[src/sv/rcfr_pkg.sv]
`default_nettype none

package rcfr_pkg;

  // frame store geometry
  localparam int unsigned STORE_DEPTH = 33;
  localparam int unsigned ADDR_W      = 6;

  // frame format
  localparam logic [7:0]        SOF_BYTE       = 8'hA1;
  localparam logic [ADDR_W-1:0] LEN_MODE_B     = 6'd27;
  localparam logic [ADDR_W-1:0] LEN_RJ01       = 6'd33;
  localparam logic [7:0]        RJ01_LEN_FIELD = 8'd30;
  localparam logic [ADDR_W-1:0] RJ01_BASE      = 6'd3;
  localparam logic [ADDR_W-1:0] RJ01_LEN_POS   = 6'd1;
  localparam logic [ADDR_W-1:0] RJ01_CRC_POS   = 6'd32;
  localparam logic [ADDR_W-1:0] CRC16_SPAN     = 6'd25;
  localparam logic [ADDR_W-1:0] CRC16_HI_POS   = 6'd25;
  localparam logic [ADDR_W-1:0] CRC16_LO_POS   = 6'd26;

  localparam logic [15:0] CRC16_POLY = 16'h1021;
  localparam logic [15:0] CRC16_MSB  = 16'h8000;
  localparam logic [7:0]  CRC8_POLY  = 8'h8C;

  // pulse conversion
  localparam logic [10:0] PULSE_SCALE  = 11'd1400;
  localparam logic [14:0] PULSE_OFFSET = 15'd800;

  // configuration
  localparam int unsigned CFG_IDX_W  = 1;
  localparam int unsigned CFG_DATA_W = 16;
  localparam logic [CFG_IDX_W-1:0] CFG_MODE      = 1'b0;
  localparam logic [CFG_IDX_W-1:0] CFG_FRAME_GAP = 1'b1;
  localparam logic [15:0]          GAP_RESET     = 16'd8000;

  typedef enum logic [2:0] {
    ST_IDLE,
    ST_CHK_RD,
    ST_CHK_USE,
    ST_EVAL,
    ST_HI_RD,
    ST_HI_USE,
    ST_LO_RD,
    ST_LO_USE
  } state_t;

  typedef struct packed {
    logic byte_accept;
    logic start_check;
    logic chk_consume;
    logic addr_inc;
    logic start_channels;
    logic capture_hi;
    logic load_out;
  } cmd_t;

  typedef struct packed {
    logic frame_done;
    logic addr_at_end;
    logic frame_good;
    logic ch_last;
    logic out_free;
  } sts_t;

  function automatic logic [15:0] crc16_byte(input logic [15:0] crc, input logic [7:0] b);
    logic [15:0] c;
    c = crc ^ {b, 8'h00};
    for (int k = 0; k < 8; k++) begin
      if ((c & CRC16_MSB) != 16'h0000) begin
        c = {c[14:0], 1'b0} ^ CRC16_POLY;
      end else begin
        c = {c[14:0], 1'b0};
      end
    end
    return c;
  endfunction

  function automatic logic [7:0] crc8_byte(input logic [7:0] crc, input logic [7:0] b);
    logic [7:0] c;
    c = crc ^ b;
    for (int k = 0; k < 8; k++) begin
      if (c[0]) begin
        c = {1'b0, c[7:1]} ^ CRC8_POLY;
      end else begin
        c = {1'b0, c[7:1]};
      end
    end
    return c;
  endfunction

endpackage

`default_nettype wire

[src/sv/rc_serial_frame_receiver_core.sv]
`default_nettype none

// rc frame receiver for the mode b serial format, plain (27 bytes) or inside the
// rj01 envelope (33 bytes). each request is one received byte plus its microsecond
// arrival stamp; a gap above frame_gap_us drops any partial frame, and a frame
// starts on 0xA1 in the first position. an ordinary byte is taken while idle. the
// byte that completes a frame starts a check pass that walks the 33-entry frame
// store through its single registered read port, a read and a use state per byte,
// then an eval state judges the crcs; per channel, a read and a use state for each
// of its two bytes follow, the last one loading the result register once the
// result side is free. the byte channel opens again after eval for a bad frame,
// which gives no results, or after the final load; a good frame gives CHANNELS
// results, the final one flagged with out_last. the result register sits between
// the two sides, so a new byte can be taken while the last channel still waits.
// config (index 0 mode, index 1 frame_gap_us) is for the user to write while the
// block is idle (not enforced); the frame length follows the mode at every byte.

module rc_serial_frame_receiver_core #(
  parameter int unsigned CHANNELS = 12
) (
  input  wire logic                             clk,
  input  wire logic                             rst_n,
  // configuration port
  input  wire logic                             cfg_wr_en,
  input  wire logic [rcfr_pkg::CFG_IDX_W-1:0]   cfg_index,
  input  wire logic [rcfr_pkg::CFG_DATA_W-1:0]  cfg_wdata,
  // byte requests
  input  wire logic                             in_valid,
  output logic                                  in_ready,
  input  wire logic [7:0]                       in_rx_byte,
  input  wire logic [31:0]                      in_time_us,
  // channel results
  output logic                                  out_valid,
  input  wire logic                             out_ready,
  output logic      [3:0]                       out_channel_index,
  output logic      [14:0]                      out_pulse_us,
  output logic                                  out_last
);

  rcfr_pkg::cmd_t cmd;
  rcfr_pkg::sts_t sts;

  // frame store port signals
  logic                          ram_we;
  logic [rcfr_pkg::ADDR_W-1:0]   ram_waddr;
  logic [7:0]                    ram_wdata;
  logic [rcfr_pkg::ADDR_W-1:0]   ram_raddr;
  logic [7:0]                    ram_rdata;

  // sequencer: byte intake, check pass, channel emit
  rcfr_ctrl u_ctrl (
    .clk      (clk),
    .rst_n    (rst_n),
    .in_valid (in_valid),
    .in_ready (in_ready),
    .sts      (sts),
    .cmd      (cmd)
  );

  // config, assembly state, crc engines, pulse scaling, result register
  rcfr_dp #(
    .CHANNELS (CHANNELS)
  ) u_dp (
    .clk               (clk),
    .rst_n             (rst_n),
    .cfg_wr_en         (cfg_wr_en),
    .cfg_index         (cfg_index),
    .cfg_wdata         (cfg_wdata),
    .in_rx_byte        (in_rx_byte),
    .in_time_us        (in_time_us),
    .out_valid         (out_valid),
    .out_ready         (out_ready),
    .out_channel_index (out_channel_index),
    .out_pulse_us      (out_pulse_us),
    .out_last          (out_last),
    .ram_we            (ram_we),
    .ram_waddr         (ram_waddr),
    .ram_wdata         (ram_wdata),
    .ram_raddr         (ram_raddr),
    .ram_rdata         (ram_rdata),
    .cmd               (cmd),
    .sts               (sts)
  );

  // frame store, contents undefined until written
  rcfr_ram #(
    .WIDTH (8),
    .DEPTH (rcfr_pkg::STORE_DEPTH)
  ) u_store (
    .clk     (clk),
    .we      (ram_we),
    .waddr   (ram_waddr),
    .wdata   (ram_wdata),
    .raddr   (ram_raddr),
    .rdata_r (ram_rdata)
  );

  // the store is only written by an accepted byte request
  a_store_write_on_accept: assert property (@(posedge clk) disable iff (!rst_n)
    ram_we |-> (in_valid && in_ready))
    else $error("frame store written without an accepted byte");

  // the flagged final result carries the top channel index
  a_last_is_top_channel: assert property (@(posedge clk) disable iff (!rst_n)
    (out_valid && out_last) |-> (out_channel_index == 4'(CHANNELS - 1)))
    else $error("last flag on a channel other than the final one");

  // scaled pulse never drops below the fixed offset
  a_pulse_floor: assert property (@(posedge clk) disable iff (!rst_n)
    out_valid |-> (out_pulse_us >= rcfr_pkg::PULSE_OFFSET))
    else $error("pulse width below offset");

  // no byte is taken while the check pass is walking the store
  a_no_intake_in_check: assert property (@(posedge clk) disable iff (!rst_n)
    cmd.chk_consume |-> !in_ready)
    else $error("byte intake open during frame check");

endmodule

`default_nettype wire

[src/sv/rcfr_ram.sv]
`default_nettype none

module rcfr_ram #(
  parameter int unsigned WIDTH = 8,
  parameter int unsigned DEPTH = 33
) (
  input  wire logic                     clk,
  input  wire logic                     we,
  input  wire logic [$clog2(DEPTH)-1:0] waddr,
  input  wire logic [WIDTH-1:0]         wdata,
  input  wire logic [$clog2(DEPTH)-1:0] raddr,
  output logic      [WIDTH-1:0]         rdata_r
);

  logic [WIDTH-1:0] mem_r [DEPTH];

  always_ff @(posedge clk) begin
    if (we) begin
      mem_r[waddr] <= wdata;
    end
    rdata_r <= mem_r[raddr];
  end

endmodule

`default_nettype wire

[src/sv/rcfr_ctrl.sv]
`default_nettype none

module rcfr_ctrl (
  input  wire logic           clk,
  input  wire logic           rst_n,
  input  wire logic           in_valid,
  output logic                in_ready,
  input  wire rcfr_pkg::sts_t sts,
  output rcfr_pkg::cmd_t      cmd
);

  rcfr_pkg::state_t state_r;
  rcfr_pkg::state_t state_nxt;

  always_ff @(posedge clk) begin
    if (!rst_n) begin
      state_r <= rcfr_pkg::ST_IDLE;
    end else begin
      state_r <= state_nxt;
    end
  end

  always_comb begin
    state_nxt = state_r;
    cmd       = '0;
    in_ready  = 1'b0;
    unique case (state_r)
      rcfr_pkg::ST_IDLE: begin
        in_ready = 1'b1;
        if (in_valid) begin
          cmd.byte_accept = 1'b1;
          if (sts.frame_done) begin
            cmd.start_check = 1'b1;
            state_nxt       = rcfr_pkg::ST_CHK_RD;
          end
        end
      end
      rcfr_pkg::ST_CHK_RD: state_nxt = rcfr_pkg::ST_CHK_USE;
      rcfr_pkg::ST_CHK_USE: begin
        cmd.chk_consume = 1'b1;
        cmd.addr_inc    = 1'b1;
        state_nxt = sts.addr_at_end ? rcfr_pkg::ST_EVAL : rcfr_pkg::ST_CHK_RD;
      end
      rcfr_pkg::ST_EVAL: begin
        if (sts.frame_good) begin
          cmd.start_channels = 1'b1;
          state_nxt          = rcfr_pkg::ST_HI_RD;
        end else begin
          state_nxt = rcfr_pkg::ST_IDLE;
        end
      end
      rcfr_pkg::ST_HI_RD: state_nxt = rcfr_pkg::ST_HI_USE;
      rcfr_pkg::ST_HI_USE: begin
        cmd.capture_hi = 1'b1;
        cmd.addr_inc   = 1'b1;
        state_nxt      = rcfr_pkg::ST_LO_RD;
      end
      rcfr_pkg::ST_LO_RD: state_nxt = rcfr_pkg::ST_LO_USE;
      rcfr_pkg::ST_LO_USE: begin
        // hold here until the result register can take the channel
        if (sts.out_free) begin
          cmd.load_out = 1'b1;
          cmd.addr_inc = 1'b1;
          state_nxt = sts.ch_last ? rcfr_pkg::ST_IDLE : rcfr_pkg::ST_HI_RD;
        end
      end
      default: state_nxt = rcfr_pkg::ST_IDLE;
    endcase
  end

endmodule

`default_nettype wire

[src/sv/rcfr_dp.sv]
`default_nettype none

module rcfr_dp #(
  parameter int unsigned CHANNELS = 12
) (
  input  wire logic                                clk,
  input  wire logic                                rst_n,
  // configuration
  input  wire logic                                cfg_wr_en,
  input  wire logic [rcfr_pkg::CFG_IDX_W-1:0]      cfg_index,
  input  wire logic [rcfr_pkg::CFG_DATA_W-1:0]     cfg_wdata,
  // input payload
  input  wire logic [7:0]                          in_rx_byte,
  input  wire logic [31:0]                         in_time_us,
  // result channel
  output logic                                     out_valid,
  input  wire logic                                out_ready,
  output logic      [3:0]                          out_channel_index,
  output logic      [14:0]                         out_pulse_us,
  output logic                                     out_last,
  // frame store
  output logic                                     ram_we,
  output logic      [rcfr_pkg::ADDR_W-1:0]         ram_waddr,
  output logic      [7:0]                          ram_wdata,
  output logic      [rcfr_pkg::ADDR_W-1:0]         ram_raddr,
  input  wire logic [7:0]                          ram_rdata,
  // controller link
  input  wire rcfr_pkg::cmd_t                      cmd,
  output rcfr_pkg::sts_t                           sts
);

  localparam logic [3:0] LAST_CH = 4'(CHANNELS - 1);

  // configuration registers
  logic        mode_r;
  logic [15:0] gap_lim_r;

  // assembly state
  logic [31:0]                   prev_time_r;
  logic [rcfr_pkg::ADDR_W-1:0]   pos_r;
  logic                          coll_r;
  logic                          rj_r;

  // check and emit
  logic [rcfr_pkg::ADDR_W-1:0]   addr_r;
  logic [3:0]                    ch_r;
  logic                          out_valid_r;
  logic [15:0]                   crc16_r;
  logic [7:0]                    crc8_r;
  logic                          crc8_ok_r;
  logic                          len_ok_r;
  logic [7:0]                    rx_hi_r;
  logic [7:0]                    rx_lo_r;
  logic [7:0]                    val_hi_r;
  logic [3:0]                    out_ch_r;
  logic [14:0]                   out_pulse_r;
  logic                          out_last_r;

  logic [31:0]                   gap;
  logic                          restart;
  logic [rcfr_pkg::ADDR_W-1:0]   pos_eff;
  logic                          coll_eff;
  logic                          coll_nxt;
  logic [rcfr_pkg::ADDR_W-1:0]   pos_inc;
  logic [rcfr_pkg::ADDR_W-1:0]   cur_len;
  logic                          done;
  logic [rcfr_pkg::ADDR_W-1:0]   base;
  logic [rcfr_pkg::ADDR_W-1:0]   frame_len;
  logic [rcfr_pkg::ADDR_W-1:0]   rel;
  logic                          in_crc16;
  logic [26:0]                   prod;
  logic [14:0]                   pulse;

  // byte acceptance: gap restart, start of frame, position update
  always_comb begin
    gap      = in_time_us - prev_time_r;
    restart  = gap > {16'h0000, gap_lim_r};
    pos_eff  = restart ? '0 : pos_r;
    coll_eff = restart ? 1'b0 : coll_r;
    coll_nxt = coll_eff | ((pos_eff == '0) && (in_rx_byte == rcfr_pkg::SOF_BYTE));
    pos_inc  = coll_nxt ? pos_eff + 6'd1 : pos_eff;
    cur_len  = mode_r ? rcfr_pkg::LEN_RJ01 : rcfr_pkg::LEN_MODE_B;
    done     = pos_inc >= cur_len;
  end

  assign ram_we    = cmd.byte_accept & coll_nxt;
  assign ram_waddr = pos_eff;
  assign ram_wdata = in_rx_byte;
  assign ram_raddr = addr_r;

  // frame layout as latched at frame end
  always_comb begin
    base      = rj_r ? rcfr_pkg::RJ01_BASE : '0;
    frame_len = rj_r ? rcfr_pkg::LEN_RJ01 : rcfr_pkg::LEN_MODE_B;
    rel       = addr_r - base;
    in_crc16  = (addr_r >= base) && (rel < rcfr_pkg::CRC16_SPAN);
  end

  always_comb begin
    prod  = 27'({val_hi_r, ram_rdata}) * 27'(rcfr_pkg::PULSE_SCALE);
    pulse = rcfr_pkg::PULSE_OFFSET + prod[26:12];
  end

  always_comb begin
    sts.frame_done  = done;
    sts.addr_at_end = addr_r == (frame_len - 6'd1);
    sts.frame_good  = (crc16_r == {rx_hi_r, rx_lo_r}) && (!rj_r || (crc8_ok_r && len_ok_r));
    sts.ch_last     = ch_r == LAST_CH;
    sts.out_free    = !out_valid_r || out_ready;
  end

  // control state
  always_ff @(posedge clk) begin
    if (!rst_n) begin
      mode_r      <= 1'b0;
      gap_lim_r   <= rcfr_pkg::GAP_RESET;
      prev_time_r <= '0;
      pos_r       <= '0;
      coll_r      <= 1'b0;
      rj_r        <= 1'b0;
      addr_r      <= '0;
      ch_r        <= '0;
      out_valid_r <= 1'b0;
    end else begin
      if (cfg_wr_en) begin
        unique case (cfg_index)
          rcfr_pkg::CFG_MODE:      mode_r    <= cfg_wdata[0];
          rcfr_pkg::CFG_FRAME_GAP: gap_lim_r <= cfg_wdata;
          default: ;
        endcase
      end
      if (cmd.byte_accept) begin
        prev_time_r <= in_time_us;
        pos_r       <= done ? '0 : pos_inc;
        coll_r      <= done ? 1'b0 : coll_nxt;
      end
      if (cmd.start_check) begin
        rj_r   <= mode_r;
        addr_r <= '0;
      end else if (cmd.start_channels) begin
        addr_r <= base + 6'd1;
      end else if (cmd.addr_inc) begin
        addr_r <= addr_r + 6'd1;
      end
      if (cmd.start_channels) begin
        ch_r <= '0;
      end else if (cmd.load_out) begin
        ch_r <= ch_r + 4'd1;
      end
      if (cmd.load_out) begin
        out_valid_r <= 1'b1;
      end else if (out_ready) begin
        out_valid_r <= 1'b0;
      end
    end
  end

  // check accumulators and result payload
  always_ff @(posedge clk) begin
    if (cmd.start_check) begin
      crc16_r   <= '0;
      crc8_r    <= '0;
      crc8_ok_r <= 1'b0;
      len_ok_r  <= 1'b0;
    end else if (cmd.chk_consume) begin
      if (rj_r && (addr_r < rcfr_pkg::RJ01_CRC_POS)) begin
        crc8_r <= rcfr_pkg::crc8_byte(crc8_r, ram_rdata);
      end
      if (rj_r && (addr_r == rcfr_pkg::RJ01_CRC_POS)) begin
        crc8_ok_r <= crc8_r == ram_rdata;
      end
      if (rj_r && (addr_r == rcfr_pkg::RJ01_LEN_POS)) begin
        len_ok_r <= ram_rdata == rcfr_pkg::RJ01_LEN_FIELD;
      end
      if (in_crc16) begin
        crc16_r <= rcfr_pkg::crc16_byte(crc16_r, ram_rdata);
      end
      if (rel == rcfr_pkg::CRC16_HI_POS) begin
        rx_hi_r <= ram_rdata;
      end
      if (rel == rcfr_pkg::CRC16_LO_POS) begin
        rx_lo_r <= ram_rdata;
      end
    end
    if (cmd.capture_hi) begin
      val_hi_r <= ram_rdata;
    end
    if (cmd.load_out) begin
      out_ch_r    <= ch_r;
      out_pulse_r <= pulse;
      out_last_r  <= ch_r == LAST_CH;
    end
  end

  assign out_valid         = out_valid_r;
  assign out_channel_index = out_ch_r;
  assign out_pulse_us      = out_pulse_r;
  assign out_last          = out_last_r;

endmodule

`default_nettype wire

[config.mk]
export PLATFORM = sky130hd
export DESIGN_NAME = rc_serial_frame_receiver_core
export DESIGN_NICKNAME = d
export VERILOG_FILES = /design/src/sv/rcfr_pkg.sv /design/src/sv/rc_serial_frame_receiver_core.sv /design/src/sv/rcfr_ram.sv /design/src/sv/rcfr_ctrl.sv /design/src/sv/rcfr_dp.sv
export SDC_FILE = /design/constraint.sdc
export NUM_CORES = 1
export LEC_CHECK = 0
export CAP_MARGIN = 20
export CORE_MARGIN = 2
export CORE_UTILIZATION = 65
export CTS_CLUSTER_DIAMETER = 150
export DETAILED_ROUTE_END_ITERATION = 10
export DONT_BUFFER_PORTS = 1
export PLACE_DENSITY = 0.88
export SKIP_CTS_REPAIR_TIMING = 1
export SYNTH_ARGS = -nofsm -noshare
export SYNTH_HDL_FRONTEND = slang
export SYNTH_HIERARCHICAL = 1
export SYNTH_SLANG_ARGS = --single-unit
[constraint.sdc]
create_clock -name clk -period 12.6 [get_ports clk]
set_clock_uncertainty 0.1 [all_clocks]
set_input_delay 1.89 -clock clk [delete_from_list [all_inputs] [get_ports clk]]
set_output_delay 1.89 -clock clk [all_outputs]
set_load 0.02 [all_outputs]
=== Word-level counts from Yosys, hierarchy flattened ===
Memory sizes are Yosys's and may differ from the RTL's. A register that Yosys moved wholly into a read port is not among the register bits.
Cells that the tools add are included.

* RAM bits: 264
* Memories kept: 1
* Output and inout port bits: 22
* Bits in registers: 141
* Logic and storage cells: 195
* Input bits: 62

{| class="wikitable"
|+ Memory list
! memory !! words !! width !! rd ports !! clocked after memory_dff !! wr ports !! line !! RTL
|-
| u_store.mem_r || 33 || 8 || 1 || 1 || 1 || rcfr_ram.sv:15 || <nowiki>logic [WIDTH-1:0] mem_r [DEPTH];</nowiki>
|}

* Multipliers: 1
* Mux-type cells: 90
* Bitwise operators: 23
* Equality and inequality tests: 20
* Order comparisons: 5
* Add/subtract/negate cells: 8
* Reduce and logical (&&, ||, !) cells: 27

{| class="wikitable"
|+ Operators by type and width
! cell !! number
|-
| 16-bit 2-to-1 mux || 21
|-
| 8-bit 2-to-1 mux || 29
|-
| 13-bit 2-to-1 mux || 8
|-
| 6-bit 2-to-1 mux || 7
|-
| 32-bit by 16-bit greater-than comparator with 1-bit output || 1
|-
| 32-bit subtractor || 1
|-
| 16-bit by 8-bit multiplier with 24-bit output, second input constant || 1
|-
| 2-bit NOT with 3-bit output || 8
|-
| 3-bit NOT || 8
|-
| 3-bit one-hot mux with 8 select lines || 1
|-
| 6-bit by 1-bit adder with 6-bit output, second input constant || 3
|-
| 16-bit equality test || 1
|-
| 16-bit bitwise XOR || 1
|-
| 10-bit by 15-bit adder with 15-bit output, first input constant || 1
|-
| 3-bit 2-to-1 mux || 5
|-
| 1-bit 2-to-1 mux || 14
|-
| 3-bit equality test, second input constant || 4
|-
| 6-bit by 5-bit equality test with 1-bit output, second input constant || 2
|-
| 6-bit greater-or-equal comparator || 2
|-
| 2-bit AND reduction || 6
|-
| 3-bit AND reduction || 3
|-
| 8-bit by 5-bit equality test with 1-bit output, second input constant || 1
|-
| 8-bit equality test || 1
|-
| 8-bit equality test, second input constant || 1
|-
| other kinds (26) || 44
|}

=== Longest topological paths before layout ===
Gate-level depths: netlist of the first run.

* Depth after elaboration: 44
* Gate-level depth with buffers: 39
* Mapped depth without buffers: 38

=== Modules after synthesis ===
Netlist of the first run, hierarchy kept.

{| class="wikitable"
|+ By module, submodules not included
! module !! area an instance (um^2) !! times used !! cells an instance !! sequential area each (um^2)
|-
| rcfr_dp || 11603.6 || 1 || 1273 || 3203.1
|-
| rcfr_ram || 10721.5 || 1 || 594 || 8087.8
|-
| rcfr_ctrl || 203.9 || 1 || 27 || 60.1
|}

=== Worst setup path before layout of the first run ===
OpenSTA, ideal clock, no wires.

* Kind: input to register
* Start: in in_time_us[0]
* End: reg u_dp.rx_hi_r[0], enable pin
* Path buffers: 2
* Library setup time: 0.385 ns
* Setup slack: 3.239 ns
* Arrival: 8.876 ns
* Stages: 39
* Cells stage by stage: inv_1 > ha_1 > fa_1 > nand2b_1 > a21oi_1 > o21bai_1 > a21oi_2 > o21ai_1 > nand2_1 > xor2_1 > ha_1 > a21oi_2 > nand2_1 > a221o_1 > o31a_1 > nor4_2 > o2111ai_1 > nor2_1 > [... 3 more ...] > ha_1 > nand3b_1 > nor4_1 > nand3b_1 > nand2_1 > o21ai_0 > a22oi_1 > inv_1 > ha_1 > and2_1 > a32o_2 > nor3_1 > o21ai_0 > buf_4 > and3_1 > clkbuf_1 > nor4b_1 > nor3b_1

{| class="wikitable"
|+ RTL lines
! element !! line !! RTL
|-
| from (decl) || rc_serial_frame_receiver_core.sv:31 || <nowiki>input wire logic [31:0] in_time_us,</nowiki>
|-
| to (signal assigned) || rcfr_dp.sv:179 || <nowiki>rx_hi_r <= ram_rdata;</nowiki>
|-
| to (decl) || rcfr_dp.sv:52 || <nowiki>logic [7:0] rx_hi_r;</nowiki>
|}

==> summary.md, run 1 <==
| Metric | Value |
|---|---|
| Outcome | `completed` |
| Mean Syn Cell Area | `11.9 µm²` |
| H-tree depth | `2` |
| Nature of the critical path endpoint | `register` |
| Drt initial violations | `1294` |
| Clk sinks | `413` |
| Crit path required time | `12.76 ns` |
| Worst VDD drop | `213 µV` |
| Vias/cell | `6.25` |
| Final Setup Violations | `0` |
| Cell with the most instances after synthesis | `edfxtp_1` |
| Synth area leaders | `edfxtp_1, dfxtp_1, mux2i_1, ha_1, fa_1` |
| Synthesized flop and latch total | `413` |
| DIE AREA | `36200 µm²` |
| Max-Cap Viols | `0` |
| Vias in the first global route | `14900` |
| Global Route Usage Sum | `27.4%` |
| Pleak | `8.83 nW` |
| DRC Markers | `0` |
| Yosys warnings | `6` |
| CORE AREA | `34400 µm²` |
| Slew @ Worst Pin | `0.979 ns` |
| Antenna violations before repair | `1` |
| Number of CTS-inserted buffers | `41` |
| Nets | `2120` |
| DP HPWL | `32.0 mm` |
| Min Tclk post-route | `9.66 ns` |
| Chip height | `190 µm` |
| Initial Util | `65.5%` |
| Startpoint Class | `input port` |
| Clk buf depth | `3` |
| Total number of vias | `14800` |
| Post-synthesis net count | `2140` |
| Hold/Removal Path Class | `reg -> reg` |
| Slowest stage delay, CP | `0.65 ns` |
| Netlist Area Pre-Place | `22500 µm²` |
| Yosys top cell area share | `41.1%` |
| First-pass GRT wire length | `77.9 mm` |
| GR Overflow Total | `0` |
| Largest net degree at the start of global routing | `61` |
| CP max FO | `29` |
| Final hold violations | `0` |
| Critical path's slowest cell | `nor4_1` |
| Cell Pwr Density | `126 nW/µm²` |
| Pins Over Slew Limit | `0` |
| Fin Setup TNS | `0 ns` |
| Root Driver | `clkbuf_16` |
| Number of I/O port buffers | `0` |
| P&R area growth vs syn | `7.85%` |
| Seq/Total Area, Yosys | `50.4%` |
| Max Clk Rate | `0.103 GHz` |
| WS Path Type | `in -> reg` |
| Post-synth EDFFs | `308` |
| RSZ-0062 raised after global routing | `no` |
| Die Wd | `190 µm` |
| Worst-skew pair later-pin latency | `0.57 ns` |
| Yosys top cell by area | `edfxtp_1` |
| CTS tree | `built` |
| Final ANT Viol Nets | `0` |
| Final period util | `76.7%` |
| Post-synth top cells | `edfxtp_1, mux2i_1, inv_1` |
| Cells after synthesis | `1894` |
| Wire length per cell | `20.5 µm` |
| Worst path arrival time | `9.83 ns` |
| DRT Pass-1 Iters | `5` |
| Max-slew headroom | `34.7%` |
| Ys async rst share | `0%` |
| Share of layout cells above drive strength 1 | `6.76%` |
| CP dominant cell by count | `ha_1` |
| Clock transition at path regs | `0.06 ns` |
| Netlist cell types | `91` |
| Drt total wl | `48.4 mm` |
| Predominant post-synthesis flop cell | `edfxtp_1` |
| I/O pin count | `84` |
| Row count | `68` |
| Final GP Congestion | `0.926` |
| Fin util | `70.7%` |
[routing by layer]
metal  global-route usage (%)  routed length (µm)  vias to the layer above
met3                     5.64                3450                      134
li1                         -                   -                     6818
met4                     10.7                1630                        0
met5                        0                   0                        -
met2                     45.3               23500                      587
met1                     35.6               19900                     7238
[worst paths after layout]
| kind | startpoint | end | slack [ns] | depth (start not counted) |
|---|---|---|---|---|
| max | in_time_us[0] | u_dp/rx_hi_r[5]$_DFFE_PP_ | 2.94 | 39 |
| min | u_dp/gap_lim_r[5]$_SDFFE_PN0P_ | u_dp/gap_lim_r[5]$_SDFFE_PN0P_ | 0.36 | 2 |
| max reg2reg | u_dp/prev_time_r[0]$_SDFFE_PN0P_ | u_dp/rx_hi_r[5]$_DFFE_PP_ | 3.98 | 38 |
| min reg2reg | u_dp/gap_lim_r[5]$_SDFFE_PN0P_ | u_dp/gap_lim_r[5]$_SDFFE_PN0P_ | 0.36 | 2 |
[layout by cell type (no fill, tap or decap), types with 25 or more instances in the layout]
cell type and instances:
edfxtp_1 308, mux2i_1 173, inv_1 166, ha_1 130, nor2_1 115, nand2_1 105
dfxtp_1 104, a21oi_1 86, xnor2_1 74, fa_1 54, nor2b_1 50, xor2_1 44
clkbuf_16 42, a22oi_1 34, o21ai_0 25
[registers in the layout, summed over array words and instances (netlist names), 3 cells and up]
signal,cells
u_store/mem_r,264
u_dp/prev_time_r,32
u_dp/crc16_r,16
u_dp/gap_lim_r,16
u_dp/out_pulse_us,15
u_dp/crc8_r,8
u_dp/rx_hi_r,8
u_dp/rx_lo_r,8
u_dp/val_hi_r,8
u_store/rdata_r,8
u_dp/pos_r,6
u_dp/ram_raddr,6
u_dp/ch_r,4
u_dp/out_channel_index,4
u_ctrl/state_r,3
[layout make-up]
type                       count  area (µm²)
fill                        2259       10100
multi-input combinational   1238       10100
sequential                   413       11400
clock buffer                  48        1090
tap                          455         569
timing repair buffer          14         103
antenna                        1        2.50
inverter                     166         623
clock inverter                28         417
[kinds of logic (layout without fill, tap and decap cells)]
group	after synthesis	count (layout)	share of synthesized area (%)
flip-flops	413	413	50.4
other	0	1	0
adder cells (fa/ha/maj)	184	184	12.0
multiplexers	173	173	7.69
AO/OA/AOI/OAI	347	347	11.4
AND/OR/NAND/NOR	416	416	9.25
buffers and inverters	243	256	4.68
XOR/XNOR	118	118	4.59
[stage by stage]
step	worst slack (ns)	hold slack, ns	std cells	total power [mW]	area (µm²)
floorplan	3.24	0.318	1894	1.70	22500
global placement	2.58	0.336	2282	1.73	22800
detailed placement	2.16	0.343	2282	1.74	22800
CTS	2.76	0.361	2358	3.08	24300
global route	2.13	0.390	2362	3.17	24300
finish	2.94	0.362	2363	3.07	24300
[where the power goes]
part,switching [mW],internal [mW]
logic,0.129,0.0983
registers,0.0133,1.47
clock network,0.526,0.831
total,0.668,2.40
[worst max-delay path, delay by kind of cell]
family	cells	cell delay, ns
simple gates	18	3.60
xor+xnor	1	0.07
fa+ha+maj	5	1.43
compound gates	11	2.27
buf+inv	4	0.58
Note: power is estimated with default switching activity, not from simulation.
==> run 2, diff against run 1 <==
Settings changed: ABC_AREA set to 1, CORE_UTILIZATION 65 to 58, PLACE_DENSITY 0.88 to 0.83.
Clock period 12.6 ns to 8.84 ns, I/O delays scaled along.
==> run 2 against run 1 <==
Net effect:
- combinational power increased by 93%
- clock power rose by 32%
- worst setup slack worse by 1.7 ns
- first-iteration DRC count increased by 8.4%
- sequential share of layout area shrank 1.4 points
- die area rose by 16%
- flip-flop and latch count did not move
- area after synthesis rose by 4.0%
- register-to-register slack worse by 2.3 ns
- count of clock-buffer cells in the layout grew 8
- final cell count up 33%
- largest cell class unchanged
- largest power group unchanged
==> summary.md, run 2 <==
| Metric | Value |
|---|---|
| Antenna violations before repair | `0 (was 1)` |
| Final Setup Violations | `0 (unchanged)` |
| Final hold violations | `0 (unchanged)` |
| Final period util | `86.2%` |
| Final Non-Filler Cells | `3144 (was 2363)` |
| Critical path's slowest cell | `a21oi_1 (was nor4_1)` |
| Register share of total power | `48.9% (was 48.4%)` |
| Min Tclk post-route | `7.62 ns` |
| Number of CTS-inserted buffers | `43 (was 41)` |
| DRC Markers | `0 (unchanged)` |
| Hold WS | `0.341 ns (was 0.362 ns)` |
| Crit path required time | `9.02 ns (was 12.76 ns)` |
| Share of layout cells above drive strength 1 | `5.35% (was 6.76%)` |
| Netlist Area Pre-Place | `23400 µm² (was 22500 µm²)` |
| Yosys warnings | `6 (unchanged)` |
| Nature of the critical path endpoint | `register (unchanged)` |
| Most frequent cells in the layout | `nand2_1, inv_1, edfxtp_1, nand3_1, nor2_1 (was edfxtp_1, mux2i_1, inv_1, ha_1, nor2_1)` |
| CP dominant cell by count | `nand2_1 (was ha_1)` |
| GR Overflow Total | `0 (unchanged)` |
| DRT Pass-1 Iters | `6 (was 5)` |
| Root Driver | `clkbuf_16 (unchanged)` |
| CORE AREA | `39800 µm² (was 34400 µm²)` |
| Wire length per cell | `17.4 µm (was 20.5 µm)` |
| H-tree depth | `2 (unchanged)` |
| Vias in the first global route | `17600 (was 14900)` |
| Slew @ Worst Pin | `1.02 ns (was 0.979 ns)` |
| Cell Pwr Density | `174 nW/µm² (was 126 nW/µm²)` |
| Initial Util | `58.8% (was 65.5%)` |
| Worst VDD drop | `170 µV (was 213 µV)` |
| Max reg flops | `264 (unchanged)` |
| Synthesized flop and latch total | `413 (unchanged)` |
| Seq/Total Area, Yosys | `48.4% (was 50.4%)` |
| Diodes inserted | `0 (was 1)` |
| Yosys top cell by area | `edfxtp_1 (unchanged)` |
| Worst path arrival time | `7.80 ns (was 9.83 ns)` |
| Synth area leaders | `edfxtp_1, nand2_1, dfxtp_1, ha_1, nand3_1 (was edfxtp_1, dfxtp_1, mux2i_1, ha_1, fa_1)` |
| Gate power share | `10.0% (was 7.4%)` |
| Final ANT Viol Nets | `0 (unchanged)` |
| CP max FO | `20 (was 29)` |
| Cell with the most instances after synthesis | `nand2_1 (was edfxtp_1)` |
| Clk sinks | `413 (unchanged)` |
| Drt total wl | `54.6 mm (was 48.4 mm)` |
| Hold/Removal Path Class | `reg -> reg (unchanged)` |
| DIE AREA | `42000 µm² (was 36200 µm²)` |
| Ys async rst share | `0% (unchanged)` |
| Clock share of power | `41.1% (was 44.2%)` |
| Chip height | `205 µm (was 190 µm)` |
| Worst-skew pair later-pin latency | `0.60 ns (was 0.57 ns)` |
| DP HPWL | `37.1 mm (was 32.0 mm)` |
| Post-synth top cells | `nand2_1, inv_1, edfxtp_1 (was edfxtp_1, mux2i_1, inv_1)` |
| Clock transition at path regs | `0.06 ns (about the same)` |
| Row count | `73 (was 68)` |
| RSZ-0062 raised after global routing | `no (unchanged)` |
| Startpoint Class | `input port (unchanged)` |
| Die Wd | `205 µm (was 190 µm)` |
| Commonest non-fill, non-tap cell in the layout | `nand2_1 (was edfxtp_1)` |
| I/O pin count | `84 (unchanged)` |
| Pleak | `10.8 nW (was 8.83 nW)` |
| Number of I/O port buffers | `0 (unchanged)` |
| Top reg by flops | `u_store/mem_r (unchanged)` |
| Post-synth EDFFs | `308 (unchanged)` |
| Int Power | `3.29 mW (was 2.40 mW)` |
| Vias/cell | `5.65 (was 6.25)` |
| P&R area growth vs syn | `7.01% (was 7.85%)` |
| WS Path Type | `in -> reg (unchanged)` |
| Predominant post-synthesis flop cell | `edfxtp_1 (unchanged)` |
| First-pass GRT wire length | `87.6 mm (was 77.9 mm)` |
| Cells after synthesis | `2614 (was 1894)` |
| Post-synthesis net count | `2860 (was 2140)` |
| Mean Syn Cell Area | `8.96 µm² (was 11.9 µm²)` |
| Outcome | `completed (unchanged)` |
| Flop2flop setup slack | `1.68 ns (was 3.98 ns)` |
| Final GP Congestion | `0.937 (was 0.926)` |
| Largest net degree at the start of global routing | `98 (was 61)` |
| Slowest stage delay, CP | `0.51 ns (was 0.65 ns)` |
| Fin util | `63.0% (was 70.7%)` |
| Total number of vias | `17800 (was 14800)` |
| Yosys top cell area share | `39.5% (was 41.1%)` |
| CTS tree | `built (unchanged)` |
| Fin Setup TNS | `0 ns (unchanged)` |
| Global Route Usage Sum | `26.3% (was 27.4%)` |
| Max Clk Rate | `0.131 GHz` |
| Drt initial violations | `1403 (was 1294)` |
| Netlist cell types | `46 (was 91)` |
| Net Sw Frac | `24.8% (was 21.8%)` |
| Sw Pwr | `1.09 mW (was 0.668 mW)` |
| Nets | `2830 (was 2120)` |
| Regs by FF count | `u_store/mem_r: 264 flops, u_dp/prev_time_r: 32 flops (unchanged)` |
| Max-slew headroom | `32.1% (was 34.7%)` |
| Pins Over Slew Limit | `0 (unchanged)` |
| Max-Cap Viols | `0 (unchanged)` |
| Clk buf depth | `3 (unchanged)` |
| Placed Instances | `3062 (was 2282)` |
[run 2: cell count changes in the layout (fill, tap and decap cells not counted), moves of 48 or more]
cell and delta:
o21ai_0 +48, mux2i_1 -173, inv_1 +193, nand2_1 +591
nor2b_1 -50, nand3_1 +275
[run 2: worst max-delay path: cells and delay by family]
kind	cells	cell delay [ns]
buffers and inverters	7	1.04
AO/OA/AOI/OAI	2	0.67
XOR/XNOR	1	0.08
AND/OR/NAND/NOR	27	3.27
adder cells (fa/ha/maj)	5	1.41
[run 2: worst paths after layout]
kind	start	endpoint	cells after the start
max	in_time_us[0]	u_dp/rx_hi_r[1]$_DFFE_PP_	42
min	u_store/mem_r[32][7]$_DFFE_PP_	u_store/rdata_r[7]$_DFF_P_	2
max reg2reg	u_dp/prev_time_r[0]$_SDFFE_PN0P_	u_dp/rx_hi_r[1]$_DFFE_PP_	41
min reg2reg	u_store/mem_r[32][7]$_DFFE_PP_	u_store/rdata_r[7]$_DFF_P_	2
[run 2: cell families after synthesis]
kind of cell	synth area share, %
AOI/OAI and AO/OA	5.30
xor gates and xnor gates	3.63
adders and majority gates	11.6
buffers and inverters	8.39
DFF	48.4
and+or+nand+nor	22.7
[run 2: final cells by class]
type	count	area, µm²
Multi-Input combinational cell	1742	10100
Clock inverter	24	228
Tap cell	525	657
Sequential cell	413	11400
Fill cell	3139	14700
Inverter	373	1400
Timing Repair Buffer	11	135
Clock buffer	56	1180
[run 2: power groups by stage]
stage | Combinational [mW] | Sequential (mW) | Clock, mW
after floorplan | 0.356 | 2.17 | 0
after global placement | 0.418 | 2.18 | 0
after detailed placement | 0.428 | 2.18 | 0
after CTS | 0.433 | 2.14 | 1.82
after global routing | 0.498 | 2.14 | 1.90
final | 0.438 | 2.14 | 1.80
[run 2: stage by stage]
stage	worst slack [ns]	instance area, µm²	power, mW
detailed placement	0.754	23600	2.61
global placement	0.958	23600	2.59
CTS	1.33	25000	4.39
floorplan	1.15	23400	2.52
global route	0.456	25100	4.53
finish	1.22	25100	4.37
[run 2: routing by layer]
metal | up-vias | GRT usage [%] | wire length, µm
li1 | 8522 | - | -
met1 | 8341 | 32.8 | 21600
met2 | 757 | 45.8 | 27100
met3 | 150 | 4.45 | 4080
met4 | 0 | 9.69 | 1840
met5 | - | 0 | 0
==> run 3, diff against run 2 <==
Settings changed: CELL_PAD_IN_SITES_DETAIL_PLACEMENT set to 1, CELL_PAD_IN_SITES_GLOBAL_PLACEMENT set to 2, CORE_UTILIZATION 58 to 37, PLACE_DENSITY 0.83 to 0.84.
==> run 3 against run 2 <==
Net effect:
- non-clock buffer count up 2
- critical path depth is 1 higher
- largest power group unchanged
- die area grew 56%
- combinational power grew 4%
- largest cell class unchanged
==> summary.md, run 3 (synthesized netlist as in run 2, its figures left out) <==
| Metric | Value |
|---|---|
| Post-place setup slack | `0.643 ns (was 0.754 ns)` |
| Pins Over Slew Limit | `0 (unchanged)` |
| Most frequent cells in the layout | `nand2_1, inv_1, edfxtp_1, nand3_1, nor2_1 (unchanged)` |
| P&R area growth vs syn | `9.45% (was 7.01%)` |
| Drt initial violations | `1030 (was 1403)` |
| Max reg flops | `264 (unchanged)` |
| Root Driver | `clkbuf_16 (unchanged)` |
| GR Overflow Total | `0 (unchanged)` |
| WP buf/inv | `8 (was 7)` |
| Largest net degree at the start of global routing | `71 (was 98)` |
| Min Tclk post-route | `7.69 ns (was 7.62 ns)` |
| Vias in the first global route | `18600 (was 17600)` |
| Fin Setup TNS | `0 ns (unchanged)` |
| RSZ-0062 raised after global routing | `no (unchanged)` |
| Clock transition at path regs | `0.06 ns (about the same)` |
| Min-delay src | `u_store/mem_r[32][3]$_DFFE_PP_ (was u_store/mem_r[32][7]$_DFFE_PP_)` |
| Chip height | `256 µm (was 205 µm)` |
| CP dominant cell by count | `nand2_1 (unchanged)` |
| DRC Markers | `0 (unchanged)` |
| First-pass GRT wire length | `101 mm (was 87.6 mm)` |
| Clk buf depth | `3 (unchanged)` |
| Worst path arrival time | `7.89 ns (was 7.80 ns)` |
| Final GP Congestion | `0.837 (was 0.937)` |
| Commonest non-fill, non-tap cell in the layout | `nand2_1 (unchanged)` |
| Regs by FF count | `u_store/mem_r: 264 flops, u_dp/prev_time_r: 32 flops (unchanged)` |
| FILL cells | `7358 (was 3139)` |
| Slew @ Worst Pin | `1.07 ns (was 1.02 ns)` |
| Slowest stage delay, CP | `0.53 ns (was 0.51 ns)` |
| Max Clk Rate | `0.130 GHz (was 0.131 GHz)` |
| Area of the multi-input gates | `10100 µm² (unchanged)` |
| Worst hold path depth | `2 (unchanged)` |
| Share of layout cells above drive strength 1 | `5.66% (was 5.35%)` |
| Outcome | `completed (unchanged)` |
| Antenna violations before repair | `0 (unchanged)` |
| DP HPWL | `44.3 mm (was 37.1 mm)` |
| Initial Util | `37.3% (was 58.8%)` |
| Max-Cap Viols | `0 (unchanged)` |
| Final Setup Violations | `0 (unchanged)` |
| Diodes inserted | `0 (unchanged)` |
| WS Path Type | `in -> reg (unchanged)` |
| Hold/Removal Path Class | `reg -> reg (unchanged)` |
| Startpoint Class | `input port (unchanged)` |
| CORE AREA | `62900 µm² (was 39800 µm²)` |
| Number of I/O port buffers | `0 (unchanged)` |
| Number of CTS-inserted buffers | `48 (was 43)` |
| FF-to-FF End | `u_dp/rx_hi_r[2]$_DFFE_PP_ (was u_dp/rx_hi_r[1]$_DFFE_PP_)` |
| H-tree depth | `2 (unchanged)` |
| Dpl cell area | `24100 µm² (was 23600 µm²)` |
| Nature of the critical path endpoint | `register (unchanged)` |
| Nets | `2837 (was 2830)` |
| FF-to-FF path depth | `42 (was 41)` |
| Drt total wl | `62.3 mm (was 54.6 mm)` |
| Final hold violations | `0 (unchanged)` |
| Row count | `92 (was 73)` |
| DIE AREA | `65400 µm² (was 42000 µm²)` |
| I/O pin count | `84 (unchanged)` |
| Max-slew headroom | `28.2% (was 32.1%)` |
| Fin area | `25600 µm² (was 25100 µm²)` |
| Worst VDD drop | `146 µV (was 170 µV)` |
| Total number of vias | `17500 (was 17800)` |
| Worst-skew pair later-pin latency | `0.60 ns (about the same)` |
| Global Route Usage Sum | `19.1% (was 26.3%)` |
| Setup crit start | `in_time_us[0] (unchanged)` |
| CP Capture Point | `u_dp/rx_hi_r[2]$_DFFE_PP_ (was u_dp/rx_hi_r[1]$_DFFE_PP_)` |
| Register area | `11400 µm² (unchanged)` |
| Cell Pwr Density | `178 nW/µm² (was 174 nW/µm²)` |
| Wire length per cell | `17.9 µm (was 17.4 µm)` |
| CP max FO | `20 (unchanged)` |
| Crit path required time | `9.04 ns (was 9.02 ns)` |
| CTS tree | `built (unchanged)` |
| Cell depth of the worst setup path | `43 (was 42)` |
| Pleak | `10.9 nW (was 10.8 nW)` |
| Vias/cell | `5.04 (was 5.65)` |
| Clk sinks | `413 (unchanged)` |
| Largest delay share family, worst path | `simple AND/OR/NAND/NOR gates (unchanged)` |
| Final ANT Viol Nets | `0 (unchanged)` |
| Die Wd | `256 µm (was 205 µm)` |
| Flop2flop setup slack | `1.62 ns (was 1.68 ns)` |
| Final period util | `87.0% (was 86.2%)` |
| RR Startpoint | `u_dp/prev_time_r[0]$_SDFFE_PN0P_ (unchanged)` |
| Critical path's slowest cell | `a21oi_1 (unchanged)` |
| PnR worst setup slack | `1.15 ns (was 1.22 ns)` |
| DRT Pass-1 Iters | `5 (was 6)` |
| Top reg by flops | `u_store/mem_r (unchanged)` |
[run 3: worst min-delay path by stage]
stage / slack [ns] / to
2_1_floorplan: 0.32 / u_store/rdata_r[6]$_DFF_P_
3_3_place_gp: 0.33 / u_store/rdata_r[3]$_DFF_P_
3_5_place_dp: 0.33 / u_store/rdata_r[3]$_DFF_P_
4_1_cts: 0.35 / u_store/rdata_r[3]$_DFF_P_
5_1_grt: 0.37 / u_dp/out_channel_index[3]$_DFFE_PP_
6_report: 0.35 / u_store/rdata_r[3]$_DFF_P_
[run 3: per-layer routing]
layer  vias to the layer above  part of all wire, %  track usage (%)
li1                       8520                    -                -
met1                      8658                   45             24.5
met2                       264                   49             33.3
met3                        95                  3.6             2.74
met4                         0                  2.5             5.77
met5                         -                    0                0
[run 3: final cells by class]
type                            count  area share (%)
Tap cell                          846            4.13
Inverter                          373            5.46
Timing Repair Buffer               13           0.537
Clock buffer                       62            5.13
Clock inverter                     28            1.00
Multi-Input combinational cell   1742            39.5
Sequential cell                   413            44.3
[run 3: metrics by stage]
step	std cells	total power, mW	hold slack (ns)	utilization, %
finish	3477	4.56	0.350	40.8
global route	3477	4.76	0.370	40.8
CTS	3477	4.62	0.352	40.8
detailed placement	3387	2.63	0.334	38.3
global placement	3385	2.62	0.329	38.2
floorplan	2614	2.52	0.315	-
[run 3: power breakdown]
part | internal [mW] | leakage (nW) | total [mW] | switching, mW
combinational | 0.163 | 6.47 | 0.455 | 0.292
sequential | 2.11 | 3.63 | 2.14 | 0.0240
clock | 1.15 | 0.780 | 1.97 | 0.823
[run 3: worst register-to-register path, delay by kind of cell (launching register included)]
kind / cells / cell delay (ns)
AO/OA/AOI/OAI: 2 / 0.69
XOR/XNOR: 1 / 0.09
adder cells (fa/ha/maj): 5 / 1.42
flip-flops: 1 / 0.32
buffers and inverters: 7 / 0.92
AND/OR/NAND/NOR: 27 / 3.39
